`src/rtl/core/aaip_pkg.sv`:
```
// types, constants and helper functions of the advertising interval policy
package aaip_pkg;

   localparam int TIME_BITS_DEFAULT = 48;

   localparam int PERIOD_W = 14;
   localparam int UNITS_W  = 15;
   localparam int QUIET_W  = 24;
   localparam int TMO_W    = 34;
   localparam int ACCEL_W  = 16;
   localparam int TEMP_W   = 16;
   localparam int CSR_IDX_W  = 3;
   localparam int CSR_DATA_W = 24;

   localparam logic [PERIOD_W-1:0] SAFE_PERIOD = 14'd10000;
   localparam logic [PERIOD_W-1:0] PERIOD_MIN  = 14'd100;
   localparam logic [PERIOD_W-1:0] PERIOD_MAX  = 14'd10240;
   localparam logic [UNITS_W-1:0]  UNITS_MAX   = 15'h4000;
   localparam logic [TMO_W-1:0]    US_PER_MS   = 34'd1000;

   // register reset values
   localparam logic                 SAFE_MODE_RST  = 1'b0;
   localparam logic                 ADAPTIVE_RST   = 1'b1;
   localparam logic [PERIOD_W-1:0]  MOVING_RST     = 14'd1000;
   localparam logic [PERIOD_W-1:0]  STATIONARY_RST = 14'd3000;
   localparam logic [TMO_W-1:0]     QUIET_US_RST   = 34'd300000000;
   localparam logic [ACCEL_W-1:0]   MOTION_THR_RST = 16'd25;
   localparam logic [TEMP_W-1:0]    TEMP_STEP_RST  = 16'd50;

   typedef enum logic [CSR_IDX_W-1:0] {
      CSR_SAFE_MODE      = 3'd0,
      CSR_ADAPTIVE       = 3'd1,
      CSR_MOVING_PERIOD  = 3'd2,
      CSR_STAT_PERIOD    = 3'd3,
      CSR_QUIET_TIMEOUT  = 3'd4,
      CSR_MOTION_THR     = 3'd5,
      CSR_TEMP_STEP      = 3'd6
   } csr_index_type;

   typedef enum logic [1:0] {
      ST_SAFE       = 2'd0,
      ST_FIXED      = 2'd1,
      ST_MOVING     = 2'd2,
      ST_STATIONARY = 2'd3
   } policy_state_type;

   typedef enum logic {
      MODE_START  = 1'b0,
      MODE_SAMPLE = 1'b1
   } req_mode_type;

   function automatic logic [PERIOD_W-1:0] moving_eff(input logic [PERIOD_W-1:0] mov);
      logic [PERIOD_W-1:0] m;
      m = mov;
      if (m < PERIOD_MIN) m = PERIOD_MIN;
      if (m > PERIOD_MAX) m = PERIOD_MAX;
      return m;
   endfunction

   function automatic logic [PERIOD_W-1:0] period_of(input policy_state_type st,
                                                     input logic [PERIOD_W-1:0] mov,
                                                     input logic [PERIOD_W-1:0] sta);
      logic [PERIOD_W-1:0] m;
      logic [PERIOD_W-1:0] s;
      m = moving_eff(mov);
      s = sta;
      if (s < m) s = m;
      if (s > PERIOD_MAX) s = PERIOD_MAX;
      case (st)
         ST_SAFE:       return SAFE_PERIOD;
         ST_STATIONARY: return s;
         default:       return m;
      endcase
   endfunction

   // period * 8 / 5 by reciprocal multiply, exact for 17-bit numerators
   function automatic logic [UNITS_W-1:0] units_of(input logic [PERIOD_W-1:0] p);
      logic [16:0] n;
      logic [32:0] prod;
      logic [UNITS_W-1:0] q;
      n = {p, 3'b000};
      prod = 33'(n) * 33'd52429;
      q = prod[32:18];
      return (q > UNITS_MAX) ? UNITS_MAX : q;
   endfunction

endpackage

```
`src/rtl/core/adaptive_advert_interval_policy_unit.sv`:
```
// advertising interval policy: activity state machine with registered result word
//
//  channel | ports                          | direction | handshake
//  --------+--------------------------------+-----------+-----------------
//  req     | req_mode, req_now_us, temps... | in        | req_valid / req_stall
//  rsp     | rsp_policy_state ... changed   | out       | rsp_valid / rsp_stall
//  csr     | csr_index, csr_wdata           | in        | csr_wr_en
//
// one word per cycle while req_stall is low; each result is registered and appears in the cycle after its request word
// the whole update is one pass of compare logic into the state and result registers
// req_stall is high only while a result waits and rsp_stall holds it
// synchronous active-high reset: state moving, period 1000 ms, registers to defaults
// quiet timeout is held in microseconds, multiplied by 1000 when written
module adaptive_advert_interval_policy_unit
   import aaip_pkg::*;
#(
   parameter int TIME_BITS = TIME_BITS_DEFAULT
) (
   input  logic                  clock,
   input  logic                  reset,
   input  logic                  req_valid,
   output logic                  req_stall,
   input  logic                  req_mode,
   input  logic [TIME_BITS-1:0]  req_now_us,
   input  logic [ACCEL_W-1:0]    req_accel_rms_mg,
   input  logic signed [TEMP_W-1:0] req_temp_a_x100,
   input  logic signed [TEMP_W-1:0] req_temp_b_x100,
   output logic                  rsp_valid,
   input  logic                  rsp_stall,
   output logic [1:0]            rsp_policy_state,
   output logic [PERIOD_W-1:0]   rsp_period_ms,
   output logic [UNITS_W-1:0]    rsp_period_units,
   output logic                  rsp_period_changed,
   input  logic                  csr_wr_en,
   input  logic [CSR_IDX_W-1:0]  csr_index,
   input  logic [CSR_DATA_W-1:0] csr_wdata
);

   localparam int CMP_W = (TIME_BITS > TMO_W) ? TIME_BITS : TMO_W;

   // configuration registers
   logic                safe_mode_ff;
   logic                adaptive_ff;
   logic [PERIOD_W-1:0] moving_ff;
   logic [PERIOD_W-1:0] stationary_ff;
   logic [TMO_W-1:0]    quiet_us_ff;
   logic [ACCEL_W-1:0]  motion_thr_ff;
   logic [TEMP_W-1:0]   temp_step_ff;

   // policy state
   policy_state_type       state_ff, state_in;
   logic [PERIOD_W-1:0]    period_ff, period_in;
   logic [TIME_BITS-1:0]   last_ff, last_in;
   logic signed [TEMP_W-1:0] ref_a_ff, ref_a_in;
   logic signed [TEMP_W-1:0] ref_b_ff, ref_b_in;
   logic                   ref_valid_ff, ref_valid_in;
   logic                   changed_in;

   // result register
   logic                   rsp_valid_ff;
   policy_state_type       rsp_state_ff;
   logic [PERIOD_W-1:0]    rsp_period_ff;
   logic [UNITS_W-1:0]     rsp_units_ff;
   logic                   rsp_changed_ff;

   logic                   accept;
   logic                   motion;
   logic                   temp_wake;
   logic                   quiet_hit;
   logic [TIME_BITS-1:0]   elapsed;
   logic signed [TEMP_W:0] diff_a, diff_b;
   logic [TEMP_W:0]        mag_a, mag_b;
   logic                   go;
   policy_state_type       target;
   logic [PERIOD_W-1:0]    target_period;
   policy_state_type       start_state;

   assign req_stall = rsp_valid_ff & rsp_stall;
   assign accept    = req_valid & ~req_stall;

   assign motion  = req_accel_rms_mg >= motion_thr_ff;
   assign elapsed = req_now_us - last_ff;
   assign quiet_hit = CMP_W'(elapsed) >= CMP_W'(quiet_us_ff);

   assign diff_a = {req_temp_a_x100[TEMP_W-1], req_temp_a_x100} - {ref_a_ff[TEMP_W-1], ref_a_ff};
   assign diff_b = {req_temp_b_x100[TEMP_W-1], req_temp_b_x100} - {ref_b_ff[TEMP_W-1], ref_b_ff};
   assign mag_a  = diff_a[TEMP_W] ? (TEMP_W+1)'(-diff_a) : (TEMP_W+1)'(diff_a);
   assign mag_b  = diff_b[TEMP_W] ? (TEMP_W+1)'(-diff_b) : (TEMP_W+1)'(diff_b);
   assign temp_wake = ref_valid_ff &&
                      (mag_a >= (TEMP_W+1)'(temp_step_ff) || mag_b >= (TEMP_W+1)'(temp_step_ff));

   assign start_state = safe_mode_ff ? ST_SAFE : (adaptive_ff ? ST_MOVING : ST_FIXED);
   assign target_period = period_of(target, moving_ff, stationary_ff);

   always_comb begin
      state_in     = state_ff;
      period_in    = period_ff;
      last_in      = last_ff;
      ref_a_in     = ref_a_ff;
      ref_b_in     = ref_b_ff;
      ref_valid_in = ref_valid_ff;
      changed_in   = 1'b0;
      go           = 1'b0;
      target       = ST_MOVING;
      if (req_mode == MODE_START) begin
         target = start_state;
      end else if (state_ff == ST_MOVING) begin
         target = ST_STATIONARY;
      end
      if (accept) begin
         if (req_mode == MODE_START) begin
            state_in     = start_state;
            period_in    = target_period;
            last_in      = req_now_us;
            ref_valid_in = 1'b0;
         end else if (state_ff == ST_MOVING) begin
            ref_a_in     = req_temp_a_x100;
            ref_b_in     = req_temp_b_x100;
            ref_valid_in = 1'b1;
            if (motion) begin
               last_in = req_now_us;
            end else if (quiet_hit) begin
               go = 1'b1;
            end
         end else if (state_ff == ST_STATIONARY) begin
            if (motion || temp_wake) begin
               last_in = req_now_us;
               go      = 1'b1;
            end
         end
         if (go) begin
            state_in = target;
            if (target_period != period_ff) begin
               period_in  = target_period;
               changed_in = 1'b1;
            end
         end
      end
   end

   always_ff @(posedge clock) begin
      if (reset) begin
         safe_mode_ff  <= SAFE_MODE_RST;
         adaptive_ff   <= ADAPTIVE_RST;
         moving_ff     <= MOVING_RST;
         stationary_ff <= STATIONARY_RST;
         quiet_us_ff   <= QUIET_US_RST;
         motion_thr_ff <= MOTION_THR_RST;
         temp_step_ff  <= TEMP_STEP_RST;
      end else if (csr_wr_en) begin
         case (csr_index)
            CSR_SAFE_MODE:     safe_mode_ff  <= csr_wdata[0];
            CSR_ADAPTIVE:      adaptive_ff   <= csr_wdata[0];
            CSR_MOVING_PERIOD: moving_ff     <= csr_wdata[PERIOD_W-1:0];
            CSR_STAT_PERIOD:   stationary_ff <= csr_wdata[PERIOD_W-1:0];
            CSR_QUIET_TIMEOUT: quiet_us_ff   <= TMO_W'(csr_wdata[QUIET_W-1:0]) * US_PER_MS;
            CSR_MOTION_THR:    motion_thr_ff <= csr_wdata[ACCEL_W-1:0];
            CSR_TEMP_STEP:     temp_step_ff  <= csr_wdata[TEMP_W-1:0];
            default: ;
         endcase
      end
   end

   always_ff @(posedge clock) begin
      if (reset) begin
         state_ff     <= ST_MOVING;
         period_ff    <= MOVING_RST;
         last_ff      <= '0;
         ref_a_ff     <= '0;
         ref_b_ff     <= '0;
         ref_valid_ff <= 1'b0;
      end else begin
         state_ff     <= state_in;
         period_ff    <= period_in;
         last_ff      <= last_in;
         ref_a_ff     <= ref_a_in;
         ref_b_ff     <= ref_b_in;
         ref_valid_ff <= ref_valid_in;
      end
   end

   always_ff @(posedge clock) begin
      if (reset) begin
         rsp_valid_ff <= 1'b0;
      end else if (accept) begin
         rsp_valid_ff <= 1'b1;
      end else if (!rsp_stall) begin
         rsp_valid_ff <= 1'b0;
      end
   end

   always_ff @(posedge clock) begin
      if (accept) begin
         rsp_state_ff   <= state_in;
         rsp_period_ff  <= period_in;
         rsp_units_ff   <= units_of(period_in);
         rsp_changed_ff <= changed_in;
      end
   end

   assign rsp_valid          = rsp_valid_ff;
   assign rsp_policy_state   = rsp_state_ff;
   assign rsp_period_ms      = rsp_period_ff;
   assign rsp_period_units   = rsp_units_ff;
   assign rsp_period_changed = rsp_changed_ff;

endmodule

```
`config.mk`:
```
export PLATFORM = sky130hd
export DESIGN_NAME = adaptive_advert_interval_policy_unit
export DESIGN_NICKNAME = d
export VERILOG_FILES = /design/src/rtl/core/aaip_pkg.sv /design/src/rtl/core/adaptive_advert_interval_policy_unit.sv
export SDC_FILE = /design/constraint.sdc
export NUM_CORES = 1
export LEC_CHECK = 0
export BUFFER_PORTS_ARGS = -buffer_cell sky130_fd_sc_hd__buf_2
export CORE_MARGIN = 4
export CORE_UTILIZATION = 40
export CTS_CLUSTER_DIAMETER = 80
export DETAILED_ROUTE_END_ITERATION = 6
export SLEW_MARGIN = 10
export SYNTH_ARGS = -nofsm -noshare
export SYNTH_HDL_FRONTEND = slang
export SYNTH_SLANG_ARGS = --single-unit
```
`constraint.sdc`:
```
create_clock -name clock -period 16 [get_ports clock]
set_input_delay 2.4 -clock clock [delete_from_list [all_inputs] [get_ports clock]]
set_output_delay 2.4 -clock clock [all_outputs]
set_load 0.01 [all_outputs]
```
Word-level counts from Yosys, hierarchy flattened

Cells that the tools add are included.

Bits in registers: 223
Bits in latches: 0
RAM bits: 0
Memory bits (read-only): 0
Input port bits: 129
Output and inout bits: 34
Word-level logic and storage cells: 102
Memories: 0

Add/subtract/negate cells: 5
$mul: 2
Div/mod/pow operators: 0
Magnitude comparators: 9
Equal/unequal tests: 15
Shift-type cells: 0
Multiplexer cells: 35
Bitwise operators: 3
Reductions and logical operators: 15

Operators by type and width:

| cell                     | count |
|---|---|
| $mux W48                 | 5 |
| $mux W14                 | 8 |
| $ge A48 B34 Y1           | 1 |
| $sub A48 B48 Y48         | 1 |
| $ge A17 B16 Y1           | 2 |
| $mux W17                 | 2 |
| $neg A17 Y17             | 2 |
| $sub A16 B16 Y17         | 2 |
| $mul A24 B7 Y31 const B  | 1 |
| $mul A14 B16 Y30 const B | 1 |
| $gt A14 B14 Y1 const B   | 2 |
| $pmux W14 S2             | 1 |
| $ge A16 B16 Y1           | 1 |
| $reduce_and A2 Y1        | 8 |
| $gt A15 B15 Y1 const B   | 1 |
| $lt A14 B14 Y1           | 1 |
| $lt A14 B7 Y1 const B    | 1 |
| $ne A14 B14 Y1           | 1 |
| $mux W1                  | 13 |
| $mux W2                  | 6 |
| $eq A3 B3 Y1 const B     | 3 |
| $eq A2 B2 Y1 const B     | 3 |
| $eq A3 B2 Y1 const B     | 2 |
| $ne A3 B1 Y1 const B     | 2 |
| other kinds (11)         | 14 |

Logic depth before layout (Yosys ltp)

Depth in word-level cells: 16
Depth in mapped cells: 54
Depth with buffers taken out: 51

Least setup slack after synthesis

No wires, ideal clock.

Path kind: input to register
Start: in req_temp_a_x100[0]
End: reg rsp_units_ff[11], in the netlist rsp_period_units[11] (data pin)
Library setup time: 256 ps
Arrival time: 12558 ps
Data required time: 15744 ps
Setup slack: 3185 ps
Stages: 48
Buffers on the path: 3
Path through: inv_1 -> ha_1 -> inv_1 -> fa_1 -> a211o_1 -> a2111oi_2 -> o21bai_1 -> o31a_1 -> o21a_1 -> o21ai_0 -> a31o_2 -> clkbuf_1 -> o21ai_0 -> xnor2_1 -> ha_1 -> a21oi_1 -> nor2b_1 -> o21ai_0 -> [12 not listed] -> inv_1 -> fa_1 -> inv_1 -> fa_1 -> inv_1 -> fa_1 -> inv_1 -> fa_1 -> fa_1 -> ha_1 -> a21o_1 -> a21o_1 -> a21oi_1 -> a21oi_1 -> a211o_1 -> a2111oi_2 -> a41oi_1 -> and4b_1

Word-level cells in the longest chain between the ends: 16

RTL lines:

| what                   | RTL line                                    | text |
|---|---|---|
| start: declaration     | adaptive_advert_interval_policy_unit.sv:26  | `input logic signed [TEMP_W-1:0] req_temp_a_x100,` |
| $sub A16 B16 Y17 *     | adaptive_advert_interval_policy_unit.sv:85  | `assign diff_a = {req_temp_a_x100[TEMP_W-1], req_temp_a_x100} - {ref_a_ff[TEMP_W-1], ref_a_ff};` |
| $neg A17 Y17           | adaptive_advert_interval_policy_unit.sv:87  | `assign mag_a = diff_a[TEMP_W] ? (TEMP_W+1)'(-diff_a) : (TEMP_W+1)'(diff_a);` |
| $mux W17 *             | adaptive_advert_interval_policy_unit.sv:87  |  |
| $ge A17 B16 Y1 *       | adaptive_advert_interval_policy_unit.sv:90  | `(mag_a >= (TEMP_W+1)'(temp_step_ff) \|\| mag_b >= (TEMP_W+1)'(temp_step_ff));` |
| $logic_or A1 B1 Y1 *   | adaptive_advert_interval_policy_unit.sv:90  |  |
| $logic_and A1 B1 Y1 *  | adaptive_advert_interval_policy_unit.sv:89  | `assign temp_wake = ref_valid_ff &&` |
| $logic_or A1 B1 Y1 *   | adaptive_advert_interval_policy_unit.sv:126 | `if (motion \|\| temp_wake) begin` |
| $mux W1 *              | adaptive_advert_interval_policy_unit.sv:126 |  |
| $mux W1 *              | adaptive_advert_interval_policy_unit.sv:125 | `end else if (state_ff == ST_STATIONARY) begin` |
| $mux W1 *              | adaptive_advert_interval_policy_unit.sv:116 | `end else if (state_ff == ST_MOVING) begin` |
| $mux W1 *              | adaptive_advert_interval_policy_unit.sv:111 | `if (req_mode == MODE_START) begin` |
| $mux W1 *              | adaptive_advert_interval_policy_unit.sv:110 | `if (accept) begin` |
| $mux W14 *             | adaptive_advert_interval_policy_unit.sv:131 | `if (go) begin` |
| $mux W14 *             | adaptive_advert_interval_policy_unit.sv:110 |  |
| net period_in[11]      | adaptive_advert_interval_policy_unit.sv:52  | `logic [PERIOD_W-1:0] period_ff, period_in;` |
| $mul A14 B16 Y30 *     | aaip_pkg.sv:82                              | `prod = 33'(n) * 33'd52429;` |
| $gt A15 B15 Y1         | aaip_pkg.sv:84                              | `return (q > UNITS_MAX) ? UNITS_MAX : q;` |
| end signal: assignment | adaptive_advert_interval_policy_unit.sv:196 | `rsp_units_ff <= units_of(period_in);` |
| end: declaration       | adaptive_advert_interval_policy_unit.sv:63  | `logic [UNITS_W-1:0] rsp_units_ff;` |

The timed path passes the listed nets; every way through them passes the cells marked *. The select of a mux whose other input is x is not followed.
A chain may end at the register's enable or synchronous reset.

Final worst setup path

Start: in req_now_us[0]
End: reg rsp_units_ff[11], in the netlist rsp_period_units[11] (data pin)

Word-level cells in the longest chain between the ends: 11

RTL lines:

| what               | RTL line                                    | text |
|---|---|---|
| start: declaration | adaptive_advert_interval_policy_unit.sv:24  | `input logic [TIME_BITS-1:0] req_now_us,` |
| $sub A48 B48 Y48 * | adaptive_advert_interval_policy_unit.sv:82  | `assign elapsed = req_now_us - last_ff;` |
| $ge A48 B34 Y1 *   | adaptive_advert_interval_policy_unit.sv:83  | `assign quiet_hit = CMP_W'(elapsed) >= CMP_W'(quiet_us_ff);` |
| $mux W1 *          | adaptive_advert_interval_policy_unit.sv:122 | `end else if (quiet_hit) begin` |
| $mux W1 *          | adaptive_advert_interval_policy_unit.sv:120 | `if (motion) begin` |
| $mux W1 *          | adaptive_advert_interval_policy_unit.sv:116 |  |
| $mux W1 *          | adaptive_advert_interval_policy_unit.sv:111 |  |
| $mux W1 *          | adaptive_advert_interval_policy_unit.sv:110 |  |
| $mux W14 *         | adaptive_advert_interval_policy_unit.sv:131 |  |
| $mux W14 *         | adaptive_advert_interval_policy_unit.sv:110 |  |
| net period_in[8]   | adaptive_advert_interval_policy_unit.sv:52  |  |
| $mul A14 B16 Y30 * | aaip_pkg.sv:82                              |  |
| $gt A15 B15 Y1     | aaip_pkg.sv:84                              |  |

Marked as above.

==> impl_results.md <==
* Initial Utilization at 0.404
* Layout cells sized above 1 at 0.0956
* Clk root buf: clkbuf_16
* Critical path launch point: req_now_us[0]
* Crit-path slowest cell: nor4_1
* #FFs+latches synth at 223
* All-Layer GR Usage at 0.213
* Endpoints failing hold at 0
* Comb power frac at 0.736
* Hold path start: ref_b_ff[9]
* WP data arrival at 14.07 ns
* Syn_area_per_cell at 8.35 um2
* Clock skew at 0.0119 ns
* Most frequent cells in the layout: nand2_1 (354), ha_1 (345), inv_1 (295)
* First DRT Iteration DRCs at 1173
* Htree depth at 1
* Largest family of logic cells by synthesized area: adder cells
* Largest net degree at the start of global routing at 106
* WL/cell at 18.4 um
* Simple-Gate Fraction of Synth Area at 0.180
* Post-Synth Adder-Cell Area at 0.295
* Core box area at 60400 um2
* GPL Wtd Cong at 0.905
* Clock share of power at 0.127
* Crit end category: flip-flop
* DR pass1 iterations at 7
* Hold_buf cts at 0
* Via count at 21300
* Mux cell area share after synthesis at 0.0270
* Drt drc at 0
* Number of synthesized flops with an enable pin at 32
* Worst path most repeated cell: a21oi_1
* CTS tree: yes
* Post-placement setup slack at 1.78 ns
* Min Tclk post-route at 13.74 ns
* Clk buf depth at 3
* Compound-Gate Fraction of Synth Area at 0.194
* Total net switching power at 2.54 mW
* Worst path required time at 16.33 ns
* Endpoints failing setup at 0
* Nets at 3646
* DP Area at 25900 um2
* Remaining Overflow, GRT at 0
* Die W at 255 um
* Worst slew margin at 0.235
* Clock-pin slew on the worst setup and hold paths at 0.06 ns
* Post-synth ARST share at 0
* Mapped Nets at 3536
* R2R depth at 40
* Register area share after synthesis at 0.196
* Num CTS Buffers at 30
* CP max FO at 22
* Unrepaired setup endpoints after global routing: no
* Post-DR vias/cell at 5.55
* Count of input and output buffers at 162
* Cell area after layout at 26900 um2
* Setup bufs post-CTS at 0
* Worst setup margin at 2.26 ns
* Sequential Power Share at 0.136
* Synthesized instance count at 2919
* Worst hold path depth at 2
* Row count at 90
* Fin crit share at 0.859
* Worst Tran Pin Value at 1.14 ns
* Xor/xnor cell area share of the yosys netlist at 0.0453
* Sw frac at 0.465
* Most common cell after layout, fill and taps aside: nand2_1
* First-pass GRT wire length at 113 mm
* Initial antenna violation count at 5
* Setup CP Type: input port to flip-flop
* Hold WC Path Type: flip-flop to flip-flop
* Hold_ws at 0.451 ns
* Io pins at 163
* Ys Warns at 0
* Ys flop type: dfxtp_1
* Final ANT Viol Nets at 0
* Die area at 64900 um2
* Startpoint types: input port
* DIE HEIGHT at 255 um
* Post_cts resized at 0
* Drt total wl at 70.5 mm
* Worst-skew pair later-pin latency at 0.59 ns
* P per Cell Area at 203 nW/um2
* Mapped Area at 24400 um2
* Reg2reg start: moving_ff[11]
* DP Wirelength at 57.0 mm
* Number of clock sinks at 223
* Setup_tns at 0 ns
* CP max stage delay at 0.79 ns
* Fmax at 0.0728 GHz
* Status: complete, no violations
* P_leak at 11.7 nW
* Yosys cell types at 97
* Internal power at 2.91 mW
* Tot Pwr at 5.45 mW
* Vias in the first global route at 21000
* Max-slew violation count at 0
* Maximum vdd ir drop at 0.322 mV
* Number of max-cap violations at 0
* Area Growth Syn to Fin at 10.4%
[synth_stat cells (all sizes together) (24+ instances only)]
| cell type | number | area share |
|---|---|---|
| o21a | 35 | 0.011 |
| nand2 | 356 | 0.055 |
| inv | 296 | 0.046 |
| o21ai | 121 | 0.025 |
| a211o | 26 | 0.0094 |
| a21o | 57 | 0.018 |
| nor3 | 53 | 0.011 |
| fa | 143 | 0.12 |
| nand3 | 52 | 0.011 |
| a21oi | 250 | 0.051 |
| xor2 | 41 | 0.015 |
| ha | 345 | 0.18 |
| nand4 | 36 | 0.0092 |
| or3 | 24 | 0.0064 |
| nand2b | 34 | 0.0087 |
| dfxtp | 191 | 0.16 |
| edfxtp | 32 | 0.039 |
| nor2 | 194 | 0.030 |
| xnor2 | 85 | 0.031 |
| a31oi | 24 | 0.0068 |
| mux2i | 59 | 0.024 |
| nor2b | 39 | 0.010 |
| clkbuf | 85 | 0.013 |
[critical path: cells and delay by family]
kind	cells	cell delay, ns
buffers and inverters	5	0.51
and+or+nand+nor	17	3.54
xor gates and xnor gates	1	0.19
adders and majority gates	10	3.79
AOI/OAI and AO/OA	16	3.66
[area by class of cell]
type                    count  area [um2]
inverters                 297        1110
fillers                  6018       33500
clock inverters            14         145
clock buffers              42         887
flip-flops and latches    223        4780
diodes                      2        5.00
multi-input cells        2306       18100
repair buffers            171         885
well taps                 782         978
[power groups by stage]
stage / sequential (mW) / clock [mW] / combinational (mW)
floorplan: 0.756 / 0 / 3.11
global placement: 0.755 / 0 / 3.94
detailed placement: 0.756 / 0 / 4.00
CTS: 0.745 / 0.716 / 4.04
global route: 0.749 / 0.737 / 4.54
finish: 0.744 / 0.694 / 4.01
[through the flow]
stage,instances,util
after floorplan,2919,-
after global placement,3779,0.428
after detailed placement,3779,0.428
after CTS,3835,0.445
after global routing,3836,0.446
final,3837,0.446
[logic make-up (layout without fill, tap and decap cells)]
| group | Yosys count | in the layout |
|---|---|---|
| mux | 65 | 65 |
| simple gates | 914 | 914 |
| compound gates | 713 | 713 |
| buf+inv | 390 | 524 |
| fa+ha+maj | 488 | 488 |
| flops | 223 | 223 |
| xor+xnor | 126 | 126 |
| other cells | 0 | 2 |
[state kept, by name, indices dropped and copies added (netlist names), 15 cells and up]
register and count:
ref_a_ff 16, quiet_us_ff 31, temp_step_ff 16, motion_thr_ff 16, rsp_period_units 15, last_ff 48
ref_b_ff 16
[per-layer routing]
layer,vias to the layer above,global-route usage,share of wire
met5,-,0,0.00050
met1,10200,0.287,0.45
li1,10500,-,-
met3,102,0.0292,0.049
met4,6,0.0569,0.027
met2,500,0.361,0.47
[worst paths after layout]
path	to	slack [ns]
hold / removal	ref_b_ff[9]	0.45
setup / recovery	rsp_period_units[11]	2.26
hold reg to reg	ref_b_ff[9]	0.45
setup reg to reg	rsp_period_units[11]	3.82
Note: power is estimated with default switching activity, not from simulation.
